**src/hw/rtl/i2c_ebm_pkg.sv**
```systemverilog
package i2c_ebm_pkg;

	// Command codes carried with each transfer
	localparam logic [1:0] CMD_TICK  = 2'd0;
	localparam logic [1:0] CMD_WRITE = 2'd1;
	localparam logic [1:0] CMD_READ  = 2'd2;

	// Configuration register indexes
	localparam logic [0:0] CFG_DEVICE_ADDRESS = 1'd0;
	localparam logic [0:0] CFG_ACK_TIMEOUT    = 1'd1;

	localparam logic [6:0] DEVICE_ADDRESS_RST = 7'd80;
	localparam logic [7:0] ACK_TIMEOUT_RST    = 8'd250;

	// Line phases, one per tick
	typedef enum logic [4:0] {
		PH_IDLE       = 5'd0,
		PH_ST_SDA1    = 5'd1,
		PH_ST_SCL1    = 5'd2,
		PH_ST_SDA0    = 5'd3,
		PH_W_SCL0     = 5'd4,
		PH_W_SDA      = 5'd5,
		PH_W_SCL1     = 5'd6,
		PH_W_END_SCL0 = 5'd7,
		PH_W_END_SDA1 = 5'd8,
		PH_ACK_SCL1   = 5'd9,
		PH_ACK_WAIT   = 5'd10,
		PH_R_SCL0     = 5'd11,
		PH_R_SDA1     = 5'd12,
		PH_R_SCL1     = 5'd13,
		PH_R_SAMPLE   = 5'd14,
		PH_N_SCL1     = 5'd15,
		PH_N_SCL0     = 5'd16,
		PH_P_SDA0     = 5'd17,
		PH_P_SCL1     = 5'd18,
		PH_P_SDA1     = 5'd19
	} phase_t;

	typedef struct packed {
		phase_t     phase;
		logic [2:0] bit_count;
		logic [7:0] shift_reg;
		logic [2:0] byte_step;
		logic [7:0] ack_wait;
		logic [7:0] address_latch;
		logic [7:0] data_latch;
		logic       is_read;
		logic [7:0] captured_byte;
		logic       scl_drive;
		logic       sda_drive;
	} bus_state_t;

	typedef struct packed {
		logic [1:0] command;
		logic [7:0] mem_address;
		logic [7:0] write_data;
		logic       sda_in;
	} tick_in_t;

	typedef struct packed {
		logic       scl_level;
		logic       sda_level;
		logic       busy_res;
		logic       done_res;
		logic [7:0] read_byte_out;
	} tick_out_t;

	typedef struct packed {
		logic [6:0] device_address;
		logic [7:0] ack_timeout;
	} cfg_t;

	localparam bus_state_t BUS_STATE_RST = '{
		phase:         PH_IDLE,
		bit_count:     3'd0,
		shift_reg:     8'd0,
		byte_step:     3'd0,
		ack_wait:      8'd0,
		address_latch: 8'd0,
		data_latch:    8'd0,
		is_read:       1'b0,
		captured_byte: 8'd0,
		scl_drive:     1'b1,
		sda_drive:     1'b1
	};

endpackage

```
**src/hw/rtl/i2c_ebm_step.sv**
```systemverilog
module i2c_ebm_step (
	input  i2c_ebm_pkg::bus_state_t cur,
	input  i2c_ebm_pkg::tick_in_t   tick,
	input  i2c_ebm_pkg::cfg_t       cfg,
	output i2c_ebm_pkg::bus_state_t nxt,
	output i2c_ebm_pkg::tick_out_t  res
);
	import i2c_ebm_pkg::*;

	logic       done;
	logic [2:0] step_inc;
	logic [7:0] dev_byte;
	logic [7:0] sample_byte;

	assign step_inc    = cur.byte_step + 3'd1;
	assign dev_byte    = {cfg.device_address, 1'b0};
	assign sample_byte = {cur.shift_reg[6:0], tick.sda_in};

	always_comb begin
		nxt  = cur;
		done = 1'b0;
		unique case (cur.phase)
			PH_IDLE: begin
				nxt.scl_drive = 1'b1;
				nxt.sda_drive = 1'b1;
				if (tick.command == CMD_WRITE || tick.command == CMD_READ) begin
					nxt.address_latch = tick.mem_address;
					nxt.data_latch    = tick.write_data;
					nxt.is_read       = (tick.command == CMD_READ);
					nxt.byte_step     = 3'd0;
					nxt.bit_count     = 3'd0;
					nxt.ack_wait      = 8'd0;
					nxt.phase         = PH_ST_SDA1;
				end
			end
			PH_ST_SDA1: begin
				nxt.sda_drive = 1'b1;
				nxt.phase     = PH_ST_SCL1;
			end
			PH_ST_SCL1: begin
				nxt.scl_drive = 1'b1;
				nxt.phase     = PH_ST_SDA0;
			end
			PH_ST_SDA0: begin
				// device byte; R/W bit set on the repeated START
				nxt.sda_drive = 1'b0;
				nxt.shift_reg = dev_byte | {7'd0, cur.byte_step != 3'd0};
				nxt.bit_count = 3'd0;
				nxt.phase     = PH_W_SCL0;
			end
			PH_W_SCL0: begin
				nxt.scl_drive = 1'b0;
				nxt.phase     = PH_W_SDA;
			end
			PH_W_SDA: begin
				nxt.sda_drive = cur.shift_reg[7];
				nxt.phase     = PH_W_SCL1;
			end
			PH_W_SCL1: begin
				nxt.scl_drive = 1'b1;
				if (cur.bit_count == 3'd7) begin
					nxt.phase = PH_W_END_SCL0;
				end else begin
					nxt.shift_reg = {cur.shift_reg[6:0], 1'b0};
					nxt.bit_count = cur.bit_count + 3'd1;
					nxt.phase     = PH_W_SCL0;
				end
			end
			PH_W_END_SCL0: begin
				nxt.scl_drive = 1'b0;
				nxt.phase     = PH_W_END_SDA1;
			end
			PH_W_END_SDA1: begin
				nxt.sda_drive = 1'b1;
				nxt.phase     = PH_ACK_SCL1;
			end
			PH_ACK_SCL1: begin
				nxt.scl_drive = 1'b1;
				nxt.ack_wait  = 8'd0;
				nxt.phase     = PH_ACK_WAIT;
			end
			PH_ACK_WAIT: begin
				if (tick.sda_in && cur.ack_wait < cfg.ack_timeout) begin
					nxt.ack_wait = cur.ack_wait + 8'd1;
				end else begin
					nxt.scl_drive = 1'b0;
					nxt.byte_step = step_inc;
					if (step_inc == 3'd1) begin
						nxt.shift_reg = cur.address_latch;
						nxt.bit_count = 3'd0;
						nxt.phase     = PH_W_SCL0;
					end else if (!cur.is_read) begin
						if (step_inc == 3'd2) begin
							nxt.shift_reg = cur.data_latch;
							nxt.bit_count = 3'd0;
							nxt.phase     = PH_W_SCL0;
						end else begin
							nxt.phase = PH_P_SDA0;
						end
					end else if (step_inc == 3'd2) begin
						nxt.phase = PH_ST_SDA1;
					end else begin
						nxt.phase = PH_R_SCL0;
					end
				end
			end
			PH_R_SCL0: begin
				nxt.scl_drive = 1'b0;
				nxt.phase     = PH_R_SDA1;
			end
			PH_R_SDA1: begin
				nxt.sda_drive = 1'b1;
				nxt.bit_count = 3'd0;
				nxt.phase     = PH_R_SCL1;
			end
			PH_R_SCL1: begin
				nxt.scl_drive = 1'b1;
				nxt.phase     = PH_R_SAMPLE;
			end
			PH_R_SAMPLE: begin
				nxt.shift_reg = sample_byte;
				nxt.scl_drive = 1'b0;
				if (cur.bit_count == 3'd7) begin
					nxt.captured_byte = sample_byte;
					nxt.phase         = PH_N_SCL1;
				end else begin
					nxt.bit_count = cur.bit_count + 3'd1;
					nxt.phase     = PH_R_SCL1;
				end
			end
			PH_N_SCL1: begin
				nxt.scl_drive = 1'b1;
				nxt.phase     = PH_N_SCL0;
			end
			PH_N_SCL0: begin
				nxt.scl_drive = 1'b0;
				nxt.phase     = PH_P_SDA0;
			end
			PH_P_SDA0: begin
				nxt.sda_drive = 1'b0;
				nxt.phase     = PH_P_SCL1;
			end
			PH_P_SCL1: begin
				nxt.scl_drive = 1'b1;
				nxt.phase     = PH_P_SDA1;
			end
			PH_P_SDA1: begin
				nxt.sda_drive = 1'b1;
				done          = 1'b1;
				nxt.phase     = PH_IDLE;
			end
			default: begin
				nxt.scl_drive = 1'b1;
				nxt.sda_drive = 1'b1;
				nxt.phase     = PH_IDLE;
			end
		endcase
	end

	assign res.scl_level     = nxt.scl_drive;
	assign res.sda_level     = nxt.sda_drive;
	assign res.busy_res      = (nxt.phase != PH_IDLE);
	assign res.done_res      = done;
	assign res.read_byte_out = nxt.captured_byte;

endmodule

```
**src/hw/rtl/i2c_eeprom_byte_master_top.sv**
```systemverilog
// Tick-driven I2C master for a serial EEPROM (random byte write / random byte read).
// Every input transfer is one bus tick and yields exactly one result transfer carrying
// the SCL/SDA drive levels, busy, done and the last byte read. A command (write or
// read) is honored only on a tick taken while idle; mem_address and write_data are
// latched with it. ACKs are waited for up to ack_timeout ticks and never flagged.
// Throughput is one tick per clock while out_ready keeps results moving; each tick
// passes through the input register and then the result register, with the bus
// state update between them. The next tick is taken while a finished result still
// waits on out_ready; only a full input register plus a stalled result stops input.
// device_address and ack_timeout are written through cfg_we/cfg_index/cfg_data;
// the user must write them only while the block is idle; the block does not enforce it.
module i2c_eeprom_byte_master_top (
	input  logic       clk,
	input  logic       arst_n,
	// tick channel
	input  logic       in_valid,
	output logic       in_ready,
	input  logic [1:0] command,
	input  logic [7:0] mem_address,
	input  logic [7:0] write_data,
	input  logic       sda_in,
	// result channel
	output logic       out_valid,
	input  logic       out_ready,
	output logic       scl_level,
	output logic       sda_level,
	output logic       busy_res,
	output logic       done_res,
	output logic [7:0] read_byte_out,
	// configuration writes
	input  logic       cfg_we,
	input  logic [0:0] cfg_index,
	input  logic [7:0] cfg_data
);
	import i2c_ebm_pkg::*;

	// config registers
	cfg_t cfg_q;

	// input stage
	logic     valid_s1;
	tick_in_t tick_s1;

	// bus state, updated once per tick as it moves into the result stage
	bus_state_t state_q;
	bus_state_t state_nxt;
	tick_out_t  res_nxt;

	// result stage
	logic      valid_s2;
	tick_out_t res_s2;

	logic step_en;

	assign step_en  = valid_s1 && (!valid_s2 || out_ready);
	assign in_ready = !valid_s1 || step_en;

	always_ff @(posedge clk or negedge arst_n) begin
		if (!arst_n) begin
			cfg_q.device_address <= DEVICE_ADDRESS_RST;
			cfg_q.ack_timeout    <= ACK_TIMEOUT_RST;
		end else if (cfg_we) begin
			unique case (cfg_index)
				CFG_DEVICE_ADDRESS: cfg_q.device_address <= cfg_data[6:0];
				CFG_ACK_TIMEOUT:    cfg_q.ack_timeout    <= cfg_data;
				default:            cfg_q                <= cfg_q;
			endcase
		end
	end

	always_ff @(posedge clk or negedge arst_n) begin
		if (!arst_n) begin
			valid_s1 <= 1'b0;
		end else if (in_ready) begin
			valid_s1 <= in_valid;
		end
	end

	always_ff @(posedge clk) begin
		if (in_ready && in_valid) begin
			tick_s1.command     <= command;
			tick_s1.mem_address <= mem_address;
			tick_s1.write_data  <= write_data;
			tick_s1.sda_in      <= sda_in;
		end
	end

	i2c_ebm_step u_step (
		.cur  (state_q),
		.tick (tick_s1),
		.cfg  (cfg_q),
		.nxt  (state_nxt),
		.res  (res_nxt)
	);

	always_ff @(posedge clk or negedge arst_n) begin
		if (!arst_n) begin
			state_q <= BUS_STATE_RST;
		end else if (step_en) begin
			state_q <= state_nxt;
		end
	end

	always_ff @(posedge clk or negedge arst_n) begin
		if (!arst_n) begin
			valid_s2 <= 1'b0;
		end else if (step_en) begin
			valid_s2 <= 1'b1;
		end else if (out_ready) begin
			valid_s2 <= 1'b0;
		end
	end

	always_ff @(posedge clk) begin
		if (step_en) begin
			res_s2 <= res_nxt;
		end
	end

	assign out_valid     = valid_s2;
	assign scl_level     = res_s2.scl_level;
	assign sda_level     = res_s2.sda_level;
	assign busy_res      = res_s2.busy_res;
	assign done_res      = res_s2.done_res;
	assign read_byte_out = res_s2.read_byte_out;

	// STOP completion always lands back in idle
	a_done_not_busy: assert property (@(posedge clk) disable iff (!arst_n)
		valid_s2 && done_res |-> !busy_res)
		else $error("done reported while still busy");

	// input only blocks when both stages are full and the result is stalled
	a_ready_only_on_stall: assert property (@(posedge clk) disable iff (!arst_n)
		!in_ready |-> valid_s1 && valid_s2 && !out_ready)
		else $error("input blocked without a stalled result");

	// bus state moves only with a tick
	a_state_hold: assert property (@(posedge clk) disable iff (!arst_n)
		!step_en |=> $stable(state_q))
		else $error("bus state changed without a tick");

	// idle leaves both lines released
	a_idle_released: assert property (@(posedge clk) disable iff (!arst_n)
		state_q.phase == PH_IDLE |-> state_q.scl_drive && state_q.sda_drive)
		else $error("line driven low while idle");

endmodule
```
**config.mk**
```make
export PLATFORM = sky130hd
export DESIGN_NAME = i2c_eeprom_byte_master_top
export DESIGN_NICKNAME = d
export VERILOG_FILES = /design/src/hw/rtl/i2c_ebm_pkg.sv /design/src/hw/rtl/i2c_ebm_step.sv /design/src/hw/rtl/i2c_eeprom_byte_master_top.sv
export SDC_FILE = /design/constraint.sdc
export NUM_CORES = 1
export LEC_CHECK = 0
export BUFFER_PORTS_ARGS = -buffer_cell sky130_fd_sc_hd__buf_2
export CORE_MARGIN = 3
export CORE_UTILIZATION = 60
export CTS_CLUSTER_SIZE = 25
export DETAILED_ROUTE_END_ITERATION = 7
export GPL_TIMING_DRIVEN = 0
export PLACE_DENSITY = 0.82
export SLEW_MARGIN = 20
export SYNTH_ARGS = -nofsm -noshare
export SYNTH_HDL_FRONTEND = slang
export SYNTH_HIERARCHICAL = 1
export SYNTH_SLANG_ARGS = --single-unit
```
**constraint.sdc**
```tcl
create_clock -name clk -period 2.9 [get_ports clk]
set_clock_uncertainty 0.2 [all_clocks]
set_input_delay 0.58 -clock clk [delete_from_list [all_inputs] [get_ports clk]]
set_output_delay 0.58 -clock clk [all_outputs]
set_load 0.01 [all_outputs]
```
* Yosys cells after proc, flatten, opt, wreduce, memory -nomap -nowiden *
Cells that the tools add are included.

cells by class
  add/subtract/negate cells = 3
  order comparisons = 1
  equality and inequality tests = 31
  mux-type cells = 27
  bitwise logic cells = 2
  reductions and logical operators = 28

operator list
  cell                                            count
  case mux 5 bit (19 select lines)                1
  == test 5 x 4 -> 1 bit (second input constant)  8
  two-way mux 11 bit                              3
  two-way mux 8 bit                               4
  case mux 8 bit (4 select lines)                 1
  two-way mux 28 bit                              1
  case mux 8 bit (3 select lines)                 1
  == test 5 x 3 -> 1 bit (second input constant)  4
  == test 5 bit (second input constant)           4
  two-way mux 19 bit                              1
  two-way mux 16 bit                              1
  case mux 3 bit (5 select lines)                 1
  OR reduction 12 bit                             1
  == test 5 x 2 -> 1 bit (second input constant)  2
  two-way mux 5 bit                               2
  nonzero test 5 bit                              2
  adder 8 x 1 -> 8 bit (second input constant)    1
  < comparator 8 bit                              1
  OR 8 x 1 -> 8 bit                               1
  AND reduction 4 bit                             2
  AND reduction 8 bit                             1
  OR reduction 7 bit                              1
  adder 3 x 1 -> 3 bit (second input constant)    2
  != test 2 bit (second input constant)           3
  28 further kinds                                43

storage, ports and cells
  bits in registers = 102
  output and inout port bits = 14

* Logic depth before layout (Yosys ltp) *
Gate-level depths: netlist (run 1).

  word-level depth = 8
  depth in mapped cells = 9
  mapped depth without buffers = 8

* Modules after synthesis *
Netlist (run 1), hierarchy kept.

by module, submodules not included
  module                      times used  cells each  area each (µm²)
  i2c_eeprom_byte_master_top  1           186         3807.4
  i2c_ebm_step                1           274         1975.6

* Least setup slack after synthesis (run 1) *
OpenSTA, ideal clock, no wires.

  path type = reg-to-reg
  start = register state_q[29] (netlist name)
  end = register state_q[30] (netlist name)
  setup time = 0.125 ns
  arrival time = 2.138 ns
  path slack = 0.437 ns
  cell stages (with the launch flop) = 9
  period minus slack after synthesis = 2.463 ns
  cells stage by stage = dfrtp_1 ha_1 a211o_1 a31oi_2 o21a_2 buf_6 a41oi_1 a211o_1 mux2_4

RTL lines
  item                    line                               text
  from (decl)             i2c_eeprom_byte_master_top.sv:45   bus_state_t state_q;
  from (signal assigned)  i2c_eeprom_byte_master_top.sv:100  state_q <= state_nxt;

* Worst setup path after layout (run 1) *
  start = register cfg_q[7] (netlist name)
  end = register state_q[36] (netlist name)

between the ends
  cells in the longest elaborated chain, start to end = 4

RTL lines
  item                           line                              text
  from (decl)                    i2c_eeprom_byte_master_top.sv:38  cfg_t cfg_q;
  from (signal assigned)         i2c_eeprom_byte_master_top.sv:66  default: cfg_q <= cfg_q;
  < comparator 8 bit             i2c_ebm_step.sv:83                if (tick.sda_in && cur.ack_wait < cfg.ack_timeout) begin
  logical AND 1 bit              i2c_ebm_step.sv:83
  != test 2 bit (no line)        n/a
  AND reduction 4 bit (no line)  n/a

No other way between the ends.
A chain may end at the register's enable or synchronous reset.

==> impl.org, run 1 <==
** Floorplanning
- The total area inside the core boundary comes to 0.009284 sq mm.
- Number of standard-cell rows in the floorplan :: 35
- Die W :: 104.2 um
- The die covers 0.01085 sq mm.
- The die is 104.2 um tall.
- Starting utilization of the core area :: 0.6229
- Count of boundary I/O pins :: 47

** Status
- Status :: completed

** Synth
- Yosys mapped a number of flops with a built-in enable equal to 31.
- Area share of the leading cell type in the synthesized netlist :: 0.2640
- In this run, synthesis produced a sequential element count of 102.
- Number of synthesis warnings :: 6
- Proportion of synthesized chip area in sequential cells :: 0.4704
- Library cells used by synthesis :: 69
- Synth area leader :: dfrtp_1
- Syn_area_per_cell :: 12.57 sq um
- Of all flip-flops after synthesis, the portion carrying an async set or reset was 0.6961.
- Leading post-synthesis cells by cell area :: dfrtp_1, edfxtp_1, mux2_4, mux2_2, dfstp_2
- Counting every instance in the synthesized netlist gives 460.
- Counting every net in the synthesized netlist gives 506.
- Synthesized area :: 0.005783 sq mm
- Leading register cell type out of synthesis :: dfrtp_1

** Critical path
- For the worst setup path, the data required time is 2990 ps.
- CP Buf/Inv Count :: 2
- Reg2Reg Depth :: 9
- The worst setup path is captured at a register.
- Setup Crit Path Kind :: reg2reg
- Critical path startpoint category :: register
- The worst register-to-register path begins at cfg_q[7].
- Largest delay share family, worst path :: compound AO/OA/AOI/OAI gates
- The endpoint identified for the worst register-to-register timing path is state_q[36].
- Setup slack, reg-to-reg :: 200 ps
- Traced cell by cell, the critical path runs through inv_1, ha_1, and4_1, o21ai_1, o21ai_2, buf_2, o21ai_1, a32o_1, mux2_4.
- The slowest stage of the critical path is the dfstp_2 cell.
- Critical Path Max Stage Delay :: 550 ps
- By instance count, the cell type seen most on the critical path is o21ai_1.
- Worst-path fanout max :: 10
- Data arrives at the worst endpoint at 2790 ps.

** Clock tree
- After clock tree synthesis, the clock-pin slew on the worst setup and hold paths is 110 ps.
- Clock insertion delay at the later pin of the skew report :: 390 ps
- The clock passes through at most 2 buffers.
- The tree built by TritonCTS fans out to 102 sinks.
- Post-CTS setup buffer count :: 0
- In this run the clock root is driven by a clkbuf_8.
- The H-tree was split into 3 levels.
- Number of buffers created by CTS :: 9
- TritonCTS built the clock tree.

** GRT
- Final global-route overflow total :: 0
- Via count of the first global-routing pass :: 3996
- For this run, global-route usage on met1 was measured as 0.3207.
- Busiest layer in global routing :: met2
- Antenna violations before repair :: 0
- Total track usage :: 0.2387
- Largest net degree at the start of global routing :: 43
- Met3 track demand over resource :: 0.05773
- First-pass GRT wire length :: 20500 um
- In the global route stage, met2 resource usage came out at 0.3900.

** Placement
- At the end of routability-driven placement, the weighted congestion stood at 0.8886.
- Detailed placement finished with a half-perimeter wire length of 8953 um.
- Including well taps, the total number of placed cells is 636.
- Input and output buffers added on the ports amount to 46.
- Timing analysis after detailed placement gives a worst setup slack of 220.8 ps.

** Timing
- For the finished layout, the period the worst path requires is 2702 ps.
- At the pin with the least slew margin, the transition time is 909.6 ps.
- Setup-violating endpoint count in the final report :: 0
- Unrepaired setup endpoints after global routing :: false
- Total count of hold-check failures in the final report :: 0
- Static timing analysis puts the maximum clock frequency at 0.3701 GHz.
- In the finished design, the share of the clock period the worst path needs comes to 0.9317.
- Pins over their slew limit :: 0
- Tightest slew margin relative to the limit :: 0.3936
- Final hold analysis gives a worst-case slack of 165.5 ps.
- After routing, the total negative slack on setup checks comes to 0 ps.
- Across all setup checks in the final design, the least slack found is 198.1 ps.

** Cells and area
- Number of standard cells in the layout, taps in and fillers out :: 653
- The layout has 704 filler cells.
- The area growth from synthesis to layout is 10.56%.
- Proportion of layout cells with a drive suffix above 1 :: 0.4046
- Antenna diode count :: 0
- Number of nets in the final layout :: 565

** Hold path
- Hold path start :: mem_address[6]
- Counting instances, the worst hold path has a depth of 1.
- The min-delay analysis places its worst path in the category in2reg.
- Hold worst-path end :: tick_s1[15]

** Power and ir drop
- Power Density :: 795.9 mW/mm^2
- Max rail drop VDD :: 0.5200 mV
- The completed layout was analyzed and its total power is 0.005088 W.
- Static leakage power :: 2.909 nW

** Drt
- Average wire per cell in the routed design :: 18.93 um
- Number of design rule violations left after detail routing :: 0
- After the first detailed-routing iteration, the DRC count stood at 176.
- Number of iterations in the first detailed-routing pass :: 5
- Number of vias per cell :: 6.028
- The routed layout has 3936 vias.
- Wires add up to 12360 um.
- Once detail routing completed, the nets flagged for antenna violations numbered 0.

** Run
- Max-Cap Viols :: 0
## how the worst max path moves through the flow
| stage | slack, ps | endpoint | cells past startpoint | startpoint |
|---|---|---|---|---|
| 6_report | 200 | state_q[36] | 9 | cfg_q[7] |
| 5_1_grt | 30 | state_q[36] | 9 | cfg_q[7] |
| 4_1_cts | 210 | state_q[36] | 9 | cfg_q[7] |
| 3_5_place_dp | 220 | state_q[36] | 9 | cfg_q[7] |
| 3_3_place_gp | 260 | state_q[36] | 9 | cfg_q[7] |
| 2_1_floorplan | 440 | state_q[30] | 8 | state_q[29] |
## worst register-to-register path, delay by kind of cell, from the launching register on
family | cells | cell delay (ps)
AOI/OAI and AO/OA | 4 | 760
and+or+nand+nor | 1 | 190
buffers and inverters | 2 | 370
DFF | 1 | 550
adders and majority gates | 1 | 280
muxes | 1 | 260
## synth_stat cells (all sizes together) (10+ instances only)
| cell type | n |
|---|---|
| a21oi | 15 |
| dfrtp | 61 |
| buf | 32 |
| ha | 13 |
| nand2 | 24 |
| a31oi | 12 |
| edfxtp | 31 |
| inv | 20 |
| nand3 | 10 |
| o21ai | 18 |
| nor2 | 16 |
| dfstp | 10 |
| mux2 | 101 |
## what timing repair did
| item | CTS | global route |
|---|---|---|
| hold buffers | 1 | 0 |
| resized for setup | 0 | 0 |
| endpoints found under the hold margin | 21 | 0 |
## area by class of cell
class / count / area (sq um) / share of cell area
clock buffers: 9 / 123.9 / 0.01937
repair buffers: 48 / 270.3 / 0.04227
well taps: 129 / 161.4 / 0.02524
plain buffers: 33 / 240.2 / 0.03757
flip-flops and latches: 102 / 2720 / 0.4254
clock inverters: 7 / 55.05 / 0.008611
multi-input cells: 305 / 2748 / 0.4297
inverters: 20 / 75.07 / 0.01174
## per-stage QoR
stage	utilization	instance area, sq um
2_1_floorplan	-	5783
3_3_place_gp	0.6651	6175
3_5_place_dp	0.6683	6205
4_1_cts	0.6887	6394
5_1_grt	0.6887	6394
6_report	0.6887	6394
## report_power, final
part | switching, W | internal (W)
Combinational | 0.00103 | 0.00109
Sequential | 0.000284 | 0.00183
Clock | 0.000526 | 0.000323
Total | 0.00184 | 0.00325
## metal layers
metal / wire length (um) / share of wire
met3: 671 / 0.054
met4: 172 / 0.014
met1: 5497 / 0.44
met2: 6020 / 0.49
met5: 0 / 0
## sequential cells by signal, indices dropped and copies added (netlist names)
name	flops
read_byte_out	8
done_res	1
scl_level	1
out_valid	1
cfg_q	15
busy_res	1
tick_s1	19
state_q	54
valid_s1	1
sda_level	1
## kinds of logic (layout without fill, tap and decap cells)
logic type                 after synthesis  after routing  share of synthesized area
xor gates and xnor gates                 4              4                   0.007358
and+or+nand+nor                         91             91                    0.08871
adders and majority gates               14             14                    0.02986
buffers and inverters                   53            117                    0.05452
AOI/OAI and AO/OA                       95             95                     0.1207
DFF                                    102            102                     0.4704
muxes                                  101            101                     0.2285
## cell usage in the layout, fill, tap and decap left out, types with 4 or more instances in the layout
cell type / netlist / layout
buf_2: 12 / 57
dfstp_2: 10 / 10
mux2_1: 11 / 11
clkbuf_8: 0 / 9
nand2b_1: 5 / 5
nand2_1: 22 / 22
o21ai_0: 7 / 7
a221o_1: 8 / 8
mux2_4: 49 / 49
o21ai_1: 10 / 10
nor2b_1: 6 / 6
mux2_2: 41 / 41
a32o_1: 4 / 4
inv_1: 20 / 20
dfrtp_1: 61 / 61
nor3_1: 7 / 7
a31oi_1: 11 / 11
buf_6: 7 / 7
nand3_1: 9 / 9
nor2_1: 15 / 15
ha_1: 13 / 13
edfxtp_1: 31 / 31
a21oi_1: 14 / 14
a22o_1: 8 / 8
buf_4: 13 / 14
Power figures use the tool's default switching activity.
==> run 2: changes to the inputs <==
- ABC_AREA: default -> 1
==> run 2 against run 1 <==
Effect of this change:
- critical path depth increased by 5
- register-to-register slack improved by 90 ps
- cell count increased by 43%
- core utilization decreased by 0.34 points
- global-route usage increased by 3.8 points
- synthesized area decreased by 0.76%
- sequential cell count unchanged
- wire length increased by 16%
- non-clock buffer count increased by 7
- critical path type unchanged
==> impl.org, run 2 <==
** Placement
- Placer congestion estimate :: 0.9522
- Once placement finished, the instance area stood at 0.006161 sq mm.
- Final HPWL DP :: 10690 um
- Port buffering added 46 buffers.

** Synth
- The biggest area contributor in the post-synthesis netlist is dfrtp_1.
- For this run, the leading register cell type out of synthesis is dfrtp_1.
- By area the synthesized netlist is led by dfrtp_1, nand2_1, edfxtp_1, nand3_1, dfstp_2.
- A synthesized cell averages 7.735 sq um.
- Number of synthesis warnings :: 6
- After synthesis, the netlist uses 36 different library cells.
- XOR/XNOR Fraction of Synth Area :: 0.006104
- In this run, synthesis produced a sequential element count of 102.
- Leading cell types by count after synthesis :: nand2_1, nand3_1, inv_1
- The post-synthesis compound-gate area fraction came to 0.07238.
- Synthesized area :: 0.005739 sq mm
- Proportion of synthesized chip area in sequential cells :: 0.4739
- The portion of synthesized area spent on multiplexers is 0.
- Simple logic cell fraction of the synthesized area :: 0.3203
- When the netlist entered floorplanning its net count stood at 788.
- Dominant combinational cell family by area after synthesis :: simple AND/OR/NAND/NOR gates
- Yosys mapped a number of flops with a built-in enable equal to 31.
- The share of synthesized area in the top cell type comes to 0.2660.
- Gate Count Post-Synth :: 742
- By instance count, the leading cell after synthesis is nand2_1.
- For this run, asynchronously set or reset flops after synthesis account for 0.6961.
- Post-synthesis adder-cell area fraction :: 0.02834

** Clock tree
- The tree is rooted in a clkbuf_8.
- Number of buffers created by CTS :: 9
- Clock-pin slew of the registers on the worst-case setup and hold paths :: 110 ps
- Buffers added to address setup during post-CTS repair amount to 0.
- For the worst-skew pair, the clock arrives at the later sink with an insertion delay of 380 ps.
- The clock passes through at most 2 buffers.
- CTS tree :: done
- Num Clock Sinks :: 102
- Deepest level of the CTS H-tree :: 3

** Cells and area
- Final design area excluding fillers :: 0.006362 sq mm
- Measured on the finished design, the core utilization comes to 0.6853.
- Fill cell count :: 797
- Proportion of layout cells with a drive suffix above 1 :: 0.1700
- The register with the most flip-flops in the layout has 54 of them.
- state_q holds more flip-flops than any other register.
- Leading cell type in the layout, fill and taps excluded :: nand2_1
- Commonest cells after routing, fill and taps aside :: nand2_1, nand3_1, inv_1
- Footprint of the flip-flops and latches :: 0.002720 sq mm
- Compared with the post-synthesis result, the final layout area differs by 10.86%.
- The multi-input combinational cells in the finished layout cover a total of 0.002451 sq mm.
- Number of nets in the final layout :: 847
- The largest registers in the layout are state_q (54), tick_s1 (19), cfg_q (15).
- Antenna diode count :: 0

** Hold path
- In this run the most critical hold path is launched from write_data[6].
- Worst hold path type :: in2reg
- Worst Hold Depth :: 1
- For hold timing, the worst endpoint is tick_s1[7].

** Drt
- Number of design rule violations left after detail routing :: 0
- In this run, the number of DRC markers left after iteration 0 of detailed routing was 457.
- DR vias :: 5191
- The detail route stage leaves a number of antenna-violating nets equal to 0.
- Using the TritonRoute via totals, the vias-per-cell ratio works out to 5.552.
- For this run, the detailed router's first-pass iteration total came to 5.
- Wires add up to 14360 um.
- Dividing the detail-routed wire length by the instance count gives 15.36 um.

** Power and ir drop
- In this run the static leakage power is 3.292 nW.
- Power spread over the standard cell area amounts to 787.7 mW/mm^2.
- IR analysis of the VDD net gives a maximum drop of 0.3844 mV.

** Critical path
- List of cells traversed by the critical path :: inv_1, ha_1, nand2_1, inv_1, nand2_1, nand2_1, nand2_1, nand2_2, inv_2, nor2_1, nand2_1, o21ai_0, nand3_1, nand2_1
- CP max-delay cell :: dfstp_2
- For the worst setup path, the data required time is 3020 ps.
- STA classifies the critical path startpoint as a register.
- Setup Crit Path Kind :: reg2reg
- Startpoint of the lowest-slack register-to-register path :: cfg_q[3]
- Worst-path fanout max :: 9
- In this design, the critical path's most frequently occurring cell is nand2_1.
- Kind of capture point of the worst setup path :: register
- Data arrives at the worst endpoint at 2730 ps.
- Worst reg2reg path endpoint :: state_q[35]
- For flop-to-flop paths, the worst setup slack is 290 ps.
- Critical Path Max Stage Delay :: 540 ps
- Reg2Reg Depth :: 14

** Floorplanning
- Die Ht :: 103.8 um
- Number of standard-cell rows in the floorplan :: 35
- Die W :: 103.8 um
- The initial utilization of the core area, before any placement, comes to 0.6182.
- The die covers 0.01077 sq mm.
- The core region is 0.009284 sq mm.
- During I/O placement, the number of pins put on the boundary was 47.

** Timing
- The worst pin sits at a relative slew slack of 0.4915.
- Maximum frequency from static timing analysis :: 0.3834 GHz
- Setup violations remaining at the end of the flow were counted as 0.
- Hold timing on the final database bottoms out at a slack of 162.3 ps.
- Total count of hold-check failures in the final report :: 0
- Pins over their slew limit :: 0
- After routing, the total negative slack on setup checks comes to 0 ps.
- Time the final worst path needs with I/O delays and setup :: 2609 ps
- At the pin with the least slew margin, the transition time is 761.9 ps.
- Final worst-path cycle share :: 0.8995
- Setup repair after global routing left no endpoint under its margin.

** Status
- Status :: completed

** GRT
- First-pass GRT wire length :: 24290 um
- Via count of the first global-routing pass :: 5074
- Total track usage :: 0.2763
- Final global-route overflow total :: 0
- The number of antenna violations at the first check in global routing was 0.
- Entering global routing, the biggest net connects 58 pins.

** Run
- Max-Cap Viols :: 0
-- run 2: cell count changes after synthesis, moves of 9 or more --
cell / previous run / this run
inv_1: 20 / 64
nand3_1: 9 / 87
nand2_1: 22 / 293
mux2_4: 49 / 0
inv_2: 0 / 10
mux2_1: 11 / 0
nor2_1: 15 / 24
mux2_2: 41 / 0
o21ai_0: 7 / 34
-- run 2: per-layer routing --
layer,vias to the layer above,GRT usage,wire length (um),share of wire
li1,2505,-,-,-
met1,2458,0.3659,6181,0.43
met2,201,0.4652,6988,0.49
met3,27,0.04984,918,0.064
met4,0,0.08452,274,0.019
met5,-,0,0,0
-- run 2: stage by stage --
stage	setup WS (ps)	cells	power (W)
6_report	291.5	935	0.005012
5_1_grt	48.34	935	0.005369
4_1_cts	318.6	935	0.004994
3_5_place_dp	349.0	918	0.004107
3_3_place_gp	443.1	917	0.004050
2_1_floorplan	730.7	742	0.003532
-- run 2: report_power, final --
group	internal, W	switching (W)
Combinational	0.000711	0.00133
Sequential	0.00183	0.000257
Clock	0.000332	0.000550
-- run 2: area by class of cell --
type | count | share of cell area
Buffer | 40 | 0.04562
Clock buffer | 9 | 0.01947
Sequential cell | 102 | 0.4275
Tap cell | 129 | 0.02537
Multi-Input combinational cell | 526 | 0.3853
Clock inverter | 7 | 0.01062
Timing Repair Buffer | 48 | 0.04248
Inverter | 74 | 0.04366
-- run 2: repair_timing --
action / CTS / global route
endpoints found under the hold margin: 13 / 0
hold buffers: 1 / 0
resized for setup: 0 / 0
-- run 2: kinds of logic after synthesis --
logic type                 Yosys count
buffers and inverters              114
adders and majority gates           13
and+or+nand+nor                    435
DFF                                102
xor gates and xnor gates             4
AOI/OAI and AO/OA                   74
-- run 2: worst max-delay path by stage --
| stage | from | end | depth (start not counted) |
|---|---|---|---|
| final | cfg_q[3] | state_q[35] | 14 |
| after global routing | cfg_q[1] | state_q[36] | 14 |
| after CTS | cfg_q[3] | state_q[35] | 14 |
| after detailed placement | cfg_q[3] | state_q[35] | 14 |
| after global placement | cfg_q[3] | state_q[28] | 14 |
| after floorplan | cfg_q[5] | state_q[32] | 13 |
-- run 2: critical path, delay by kind of cell, from the launching register on --
family | cells | cell delay [ps]
buffers and inverters | 3 | 180
AOI/OAI and AO/OA | 1 | 120
adders and majority gates | 1 | 280
DFF | 1 | 540
and+or+nand+nor | 9 | 1220
==> run 3: changes to the inputs <==
- CORE_ASPECT_RATIO: default -> 1.1
==> run 3 against run 2 <==
Effect of this change:
- sequential share of layout area up 0.36 points
- die area about the same
- global-route usage up 2.1 points
- core utilization up 0.82 points
- power down 1.1%
- design area down 0.83%
- critical path depth unchanged
- sequential cell count unchanged
- cell count down 1.6%
- count of clock-buffer cells in the layout up 3
==> impl.org, run 3 (synthesized netlist as in run 2, its figures left out) <==
** Status
- Status :: completed

** Floorplanning
- In this run the horizontal extent of the chip is 99.25 um.
- Starting utilization of the core area :: 0.6308
- Number of standard-cell rows in the floorplan :: 36
- 47 I/O pins were placed.
- The die covers 0.01078 sq mm.
- Core box area :: 0.009099 sq mm
- Die Ht :: 108.6 um

** Run
- Max-Cap Viols :: 0

** Drt
- Dividing the detail-routed wire length by the instance count gives 16.26 um.
- For this block, the via count after detailed routing is 5230.
- DRC violation total after the first TritonRoute iteration :: 513
- Number of iterations in the first detailed-routing pass :: 6
- Number of design rule violations left after detail routing :: 0
- Routed Antenna Nets :: 0
- Number of vias per cell :: 5.685
- Wires add up to 14960 um.

** Critical path
- List of cells traversed by the critical path :: inv_1, ha_1, nand2_1, inv_1, nand2_1, nand2_1, nand2_1, nand2_2, inv_2, nor2_1, o21ai_0, nand2_1, nand3_1, nand2_1
- The worst setup path is launched from a register.
- CP Buf/Inv Count :: 3
- The kind of cell with the highest combined delay along the critical path is simple AND/OR/NAND/NOR gates.
- In this design, the stage delay of the slowest critical-path cell is 540 ps.
- The worst setup path is captured at a register.
- In this design, the critical path's most frequently occurring cell is nand2_1.
- Setup Crit Path Kind :: reg2reg
- At the worst endpoint, the required time is 3030 ps.
- CP max-delay cell :: dfstp_2
- Along the worst path, the maximum fanout reaches 9.
- Data arrives at the worst endpoint at 2820 ps.

** Timing
- In the finished design, the share of the clock period the worst path needs comes to 0.9278.
- Setup-violating endpoint count in the final report :: 0
- Derived from the worst setup path, the maximum achievable clock frequency is 0.3717 GHz.
- Unrepaired setup endpoints after global routing :: false
- Transition at the pin with the smallest max-transition slack :: 729.8 ps
- The worst path needs 2691 ps of the cycle, external delays included.
- Pins over their slew limit :: 0
- The number of hold violations in the final report was 0.
- After routing, the total negative slack on setup checks comes to 0 ps.
- Measured against its own limit, the worst slew margin works out to 0.5129.

** Power and ir drop
- Max rail drop VDD :: 0.5068 mV
- Static leakage power :: 3.272 nW
- Dividing total power by cell area gives a power density of 785.3 mW/mm^2.

** Clock tree
- Resized Gates After CTS :: 0
- Root Buffer :: clkbuf_8
- Deepest level of the CTS H-tree :: 3
- Buffers added to address setup during post-CTS repair amount to 0.
- Clock insertion delay at the later pin of the skew report :: 380 ps
- Clock-pin slew of the registers on the worst-case setup and hold paths :: 90 ps
- CTS tree :: done
- Clock tree synthesis inserted a total of 9 buffers.
- Cts hold-fix bufs :: 1
- Clock tree synthesis found a total of 102 sinks.
- Counting along the longest clock path gives a buffer depth of 2.

** Cells and area
- In the final layout, the multi-input gates occupy 0.002451 sq mm.
- Number of nets in the final layout :: 847
- Of the cells placed in the final design, the portion with a size suffix greater than 1 is 0.1663.
- Antenna diode count :: 0
- Measured on the finished design, the core utilization comes to 0.6935.
- The layout has 760 filler cells.
- Largest regs :: state_q (54), tick_s1 (19), cfg_q (15)
- The register with the most flip-flops in the layout has 54 of them.
- Register with the most flip-flops :: state_q
- Registers take 0.002720 sq mm.
- The library cells used most frequently in the layout, excluding fill and tap cells, are nand2_1, nand3_1, inv_1.
- Area added between synthesis and finish :: 9.941%
- Leading cell type in the layout, fill and taps excluded :: nand2_1

** GRT
- Antenna violations before repair :: 0
- Final global-route overflow total :: 0
- Across every metal layer, demand over resource in global routing totals 0.2973.
- Via count of the first global-routing pass :: 5135
- Largest net degree at the start of global routing :: 37
- The first global-routing pass estimated 25060 um of wire.

** Hold path
- The min-delay analysis places its worst path in the category in2reg.

** Placement
- Final HPWL DP :: 11280 um
- Routability-driven placement finished with a final weighted congestion of 0.9219.
- Input and output buffers added on the ports amount to 46.
run 3: cell types whose count changed in the layout (fill, tap and decap cells not counted):
cell	previous run	this run
clkbuf_1	0	3
buf_16	1	0
clkinvlp_4	0	1
clkinv_8	1	0
buf_12	0	1
clkinv_4	3	0
inv_6	1	2
inv_8	1	0
run 3: layer usage:
layer | GRT usage | vias up | wire length (um)
li1 | - | 2500 | -
met1 | 0.3849 | 2481 | 6184
met2 | 0.4986 | 207 | 7356
met3 | 0.03613 | 42 | 944
met4 | 0.1405 | 0 | 474
met5 | 0 | - | 0
run 3: power breakdown:
part	switching, W	internal, W
Clock	0.000495	0.000318
Sequential	0.000255	0.00183
Combinational	0.00134	0.000711
run 3: final timing paths:
check | start | to | slack (ps) | cells past startpoint
worst max register to register | cfg_q[3] | state_q[28] | 210 | 14
worst max-delay path | cfg_q[3] | state_q[28] | 210 | 14
worst min register to register | cfg_q[7] | cfg_q[7] | 270 | 2
worst min-delay path | mem_address[0] | tick_s1[9] | 160 | 1
max in group asynchronous | arst_n | cfg_q[3] | 1350 | 3
min in group asynchronous | arst_n | valid_s1 | 500 | 2
run 3: through the flow:
step | hold slack, ps | instances | total power, W | area (sq um) | setup WS, ps
3_5_place_dp | 252.6 | 903 | 0.004120 | 6135 | 308.0
6_report | 163.5 | 920 | 0.004955 | 6310 | 209.5
5_1_grt | 156.6 | 920 | 0.005322 | 6310 | 100.0
3_3_place_gp | 249.9 | 902 | 0.004055 | 6112 | 442.5
2_1_floorplan | 84.41 | 742 | 0.003532 | 5739 | 730.7
4_1_cts | 159.7 | 920 | 0.004938 | 6310 | 281.4
run 3: layout make-up:
cell class / instances / share of cell area
plain buffers: 40 / 0.04600
clock buffers: 12 / 0.02142
clock inverters: 4 / 0.004759
inverters: 74 / 0.04402
multi-input cells: 526 / 0.3885
flip-flops and latches: 102 / 0.4311
well taps: 114 / 0.02261
repair buffers: 48 / 0.04164
